===== config.mk =====
export PLATFORM = sky130hd
export DESIGN_NAME = nnfs_ram
export DESIGN_NICKNAME = d
export VERILOG_FILES = /design/src/hw/rtl/nnfs_ram.sv
export SDC_FILE = /design/constraint.sdc
export NUM_CORES = 2
export LEC_CHECK = 0
export ABC_CLOCK_PERIOD_IN_PS = 4000
export BUFFER_PORTS_ARGS = -buffer_cell sky130_fd_sc_hd__buf_2
export CAP_MARGIN = 5
export CORE_MARGIN = 10
export CORE_UTILIZATION = 48
export CTS_BUF_LIST = sky130_fd_sc_hd__clkbuf_8
export DETAILED_ROUTE_END_ITERATION = 12
export GPL_ROUTABILITY_DRIVEN = 0
export GPL_TIMING_DRIVEN = 0
export MAX_ROUTING_LAYER = met4
export PLACE_DENSITY = 0.74
export SETUP_SLACK_MARGIN = 0.15
export SYNTH_ARGS = -nofsm -noshare
export SYNTH_HDL_FRONTEND = slang
export SYNTH_SLANG_ARGS = --single-unit

===== constraint.sdc =====
create_clock -name clk_i -period 4 [get_ports clk_i]
set_input_delay 0.2 -clock clk_i [delete_from_list [all_inputs] [get_ports clk_i]]
set_output_delay 0.2 -clock clk_i [all_outputs]
set_load 0.05 [all_outputs]

===== src/hw/rtl/nnfs_ram.sv =====
// Generic single-port RAM with registered read.
module nnfs_ram #(
  parameter int unsigned WIDTH = 16,
  parameter int unsigned DEPTH = 256,
  localparam int unsigned AddrW = $clog2(DEPTH)
) (
  input  logic             clk_i,
  input  logic             we_i,
  input  logic             re_i,
  input  logic [AddrW-1:0] addr_i,
  input  logic [WIDTH-1:0] wdata_i,
  output logic [WIDTH-1:0] rdata_o
);

  logic [WIDTH-1:0] mem_q [DEPTH];
  logic [WIDTH-1:0] rdata_q;

  always_ff @(posedge clk_i) begin
    if (we_i) begin
      mem_q[addr_i] <= wdata_i;
    end
    if (re_i) begin
      rdata_q <= mem_q[addr_i];
    end
  end

  assign rdata_o = rdata_q;

endmodule


Word-level counts from Yosys, hierarchy flattened. Memories as Yosys holds them, arrays and structs flattened. A register that Yosys moved wholly into a read port is not among the register bits. Cells that the tools add are included.

Flip-flop bits (word level): 0. RAM bits: 4096. Input bits: 27. Output and inout port bits: 16. Logic and storage cells: 3. Memories kept: 1.

Memories: mem_q (depth 256, width 16, read ports 1, clocked after memory_dff 1, write ports 1, RTL line 15) `logic [WIDTH-1:0] mem_q [DEPTH];`.

Mux-type cells: 2.

Operators with widths (number): $mux 1 (2).

Depth between registers and ports, before layout.
Depth in word-level cells: 2. Mapped depth: 10.

Worst setup path after synthesis. OpenSTA, ideal clock, no wires.

Path type: input to register. From: input addr_i[0]. To: memory mem_q[145][0], enable pin. Data arrival time: 2.489 ns. Slack: 1.102 ns. Stages: 7. Path buffers: 5. Path through: clkbuf_1 -> buf_6 -> clkbuf_1 -> buf_2 -> nand2b_1 -> clkbuf_1 -> nor3_1.

RTL lines: from (decl) (RTL line 10) `input logic [AddrW-1:0] addr_i,`; to (decl) (RTL line 15).

Straight into the memory's write port.

Worst setup path after layout.
From: input addr_i[3]. To: memory mem_q[105][13], enable pin.

Straight into the memory's write port.

==> results.md <==
* Outcome: finished, violations left
* Failing checks: capacitance limit, setup timing
* PwrDens at 477 nW/um^2
* DIE AREA at 347000 sq um
* Combinational share of power at 5.5%
* WP buf/inv at 7
* Slew at the pin closest to its max-slew limit at 1490 ps
* # port buffers at 38
* Clock share of power at 38.3%
* Sw frac at 23.5%
* Die Height at 589 um
* Clk_lat worst skew at 1240 ps
* Synth top area share at 79.4%
* Leak at 54.6 nW
* RSZ-0062 raised after global routing: yes
* Cell chain of the critical path: clkbuf_1 -> nor2b_1 -> clkbuf_2 -> buf_2 -> clkbuf_1 -> nand2_2 -> clkbuf_2 -> buf_16 -> nor2_2 -> buf_8
* Peak supply drop at 462 uV
* Yosys warns at 0
* Design Area, Final at 178000 sq um
* Mapped Nets at 6754
* Clock Sink Count at 4112
* P&R area growth vs syn at 14.1%
* Total I/O pin count at 43
* TritonCTS clock tree: done
* Placement Cell Area at 165000 sq um
* Vias in the first global route at 78300
* Top Family by Delay on Critical Path: buffers and inverters
* 1st-iter DRT viols at 13200
* Via density at 6.41
* Endpoints failing setup at 38
* First-pass GRT wire length at 597 mm
* Seq cells post-synth at 4112
* TritonCTS buffer count at 625
* Site row count at 208
* Hold Crit Class: in2reg
* Clock period minus worst slack at 4080 ps
* Highest clock rate at 0.245 GHz
* Crit path max-delay cell type: buf_2
* Gr ovfl total at 0
* Initial antenna violation count at 32
* Critical path arrival at 4990 ps
* Clock slew at reported path FFs at 60 ps
* CORE AREA at 322000 sq um
* Cell Area, Synth at 156000 sq um
* Worst setup path class: in2reg
* Synth unique cells at 21
* Final worst-path cycle share at 102%
* Yosys top cell by area: edfxtp_1
* Psw at 0.0199 W
* Register area share after synthesis at 79.4%
* Post-route DRC at 0
* Normalized max-slew margin at 0.876%
* Drt pass-1 iters at 6
* Largest net degree at the start of global routing at 149
* Post-Route Skew at 82.5 ps
* Routed WL at 428 mm
* Max Slew Vio Count at 0
* Internal power at 0.0647 W
* DPL Wire Length at 276 mm
* Syn Area/Cell at 23.1 sq um
* Final Hold Fails at 0
* Part of the power in registers at 56.2%
* Critical path launch point type: input pin
* CP endpoint kind: flip-flop
* Max_cap viols at 1
* Setup WS pre-CTS at -2130 ps
* Nets at 7643
* Filler Cell Count at 22800
* Clock Path Buffers at 4
* Clock Tree Root: clkbuf_8
* H-tree levels at 6
* Global-route usage over all layers at 24.8%
* Setup WS post-layout at -79.7 ps
* Chip width at 589 um
* Vias at 79700
* Largest fanout on the critical path at 12
* Routed WL per cell at 34.5 um
* Required @ worst endpoint at 4910 ps
* Gate Count Post-Synth at 6727
* Share of cells above drive strength 1 at 30.2%
* Initial core utilization at 48.3%
* Crit path largest cell delay at 660 ps
* Synth area leaders: edfxtp_1 79%, mux4_2 15%, a22oi_1 2.5%
* Post-route ant nets at 0
-- placed cells by master (no fill, tap or decap), types with 13 or more instances in the layout --
cell / count
edfxtp_1: 4112
mux4_2: 1024
clkbuf_8: 627
a22oi_1: 512
a21oi_1: 256
clkbuf_1: 207
inv_1: 189
clkinv_1: 160
nor2_2: 147
buf_2: 112
buf_8: 83
clkinv_2: 68
buf_6: 64
nor2_4: 55
buf_1: 47
o41ai_1: 46
buf_16: 44
clkbuf_2: 40
buf_4: 36
dlygate4sd3_1: 33
nor2_1: 30
nor3_2: 30
nand2_1: 24
diode_2: 22
inv_12: 21
nand4_1: 16
inv_6: 14
bufinv_16: 13
buf_12: 13
-- final cells by class --
| cell class | count | area, sq um | share of cell area (%) |
|---|---|---|---|
| Sequential cell | 4112 | 123000 | 69.6 |
| Multi-Input combinational cell | 2194 | 31400 | 17.7 |
| Clock buffer | 627 | 8630 | 4.86 |
| Tap cell | 4305 | 5390 | 3.03 |
| Timing Repair Buffer | 264 | 3800 | 2.14 |
| Clock inverter | 488 | 2810 | 1.58 |
| Buffer | 418 | 1990 | 1.12 |
| Antenna cell | 22 | 55.1 | 0.0310 |
| Inverter | 1 | 3.75 | 0.00211 |
-- flip-flops by register name, indices dropped and copies added (netlist names) --
name / count
rdata_o: 16
mem_q: 4096
-- repair_timing --
action	in CTS	in global routing
resized for setup	75	50
hold buffers	35	0
endpoints found under the hold margin	2632	0
buffers inserted	0	0
setup endpoints to repair	2273	637
-- cell usage after synthesis (all sizes together) --
| cell type | n |
|---|---|
| a21oi | 256 |
| a22oi | 512 |
| and2 | 3 |
| buf | 171 |
| clkbuf | 249 |
| edfxtp | 4112 |
| inv | 1 |
| mux4 | 1024 |
| nand2 | 28 |
| nand2b | 6 |
| nand3 | 13 |
| nand4 | 16 |
| nor2 | 232 |
| nor2b | 7 |
| nor3 | 30 |
| o41ai | 64 |
| or2 | 2 |
| or3 | 1 |
-- path summary, 6_finish.rpt --
kind                 startpoint             end  slack (ps)  cells after the start
hold reg to reg    mem_q[67][4]      rdata_o[4]        1290                      5
hold / removal       wdata_i[6]   mem_q[151][6]          90                      2
setup reg to reg  mem_q[59][10]     rdata_o[10]         300                      5
setup / recovery      addr_i[3]  mem_q[105][13]         -80                     10
-- per-stage QoR --
step           std cells  setup TNS, ps  hold slack [ps]  total power, W  util [%]
2_1_floorplan       6727              0              299          0.0506         -
3_3_place_gp       11100              -              745          0.0528      50.1
3_5_place_dp       11300       -4665920              611          0.0529      51.3
4_1_cts            12400              0             23.0          0.0846      55.1
5_1_grt            12400              0             72.6          0.0868      55.1
6_report           12400          -1210             87.1          0.0846      55.1
-- cell families (layout without fill, tap and decap cells) --
logic type | count (synthesis) | count (layout) | synth area share, %
compound gates | 832 | 832 | 3.65
simple gates | 338 | 338 | 0.906
other cells | 0 | 22 | 0
flops | 4112 | 4112 | 79.4
buf+inv | 421 | 1798 | 1.24
mux | 1024 | 1024 | 14.8
-- worst reg2reg max path, stage by stage, from the launching register on --
cell	delay [ps]
edfxtp_1	360
mux4_2	470
a22oi_1	270
a21oi_1	360
o41ai_2	1120
nand4_1	650
-- metal layers --
| layer | GRT usage [%] | vias to the layer above | share of wire (%) |
|---|---|---|---|
| met2 | 36.1 | 6178 | 46 |
| met3 | 8.14 | 1082 | 14 |
| met4 | 12.5 | 0 | 6.2 |
| met5 | - | - | 0 |
| met1 | 31.4 | 41500 | 34 |
| li1 | - | 31000 | - |
-- power groups by stage --
stage	logic, W	registers (W)	clock network [W]
floorplan	0.00204	0.0485	0
global placement	0.00415	0.0486	0
detailed placement	0.00444	0.0485	0
CTS	0.00451	0.0476	0.0325
global route	0.00472	0.0475	0.0345
finish	0.00463	0.0476	0.0324
Power figures use the tool's default switching activity.
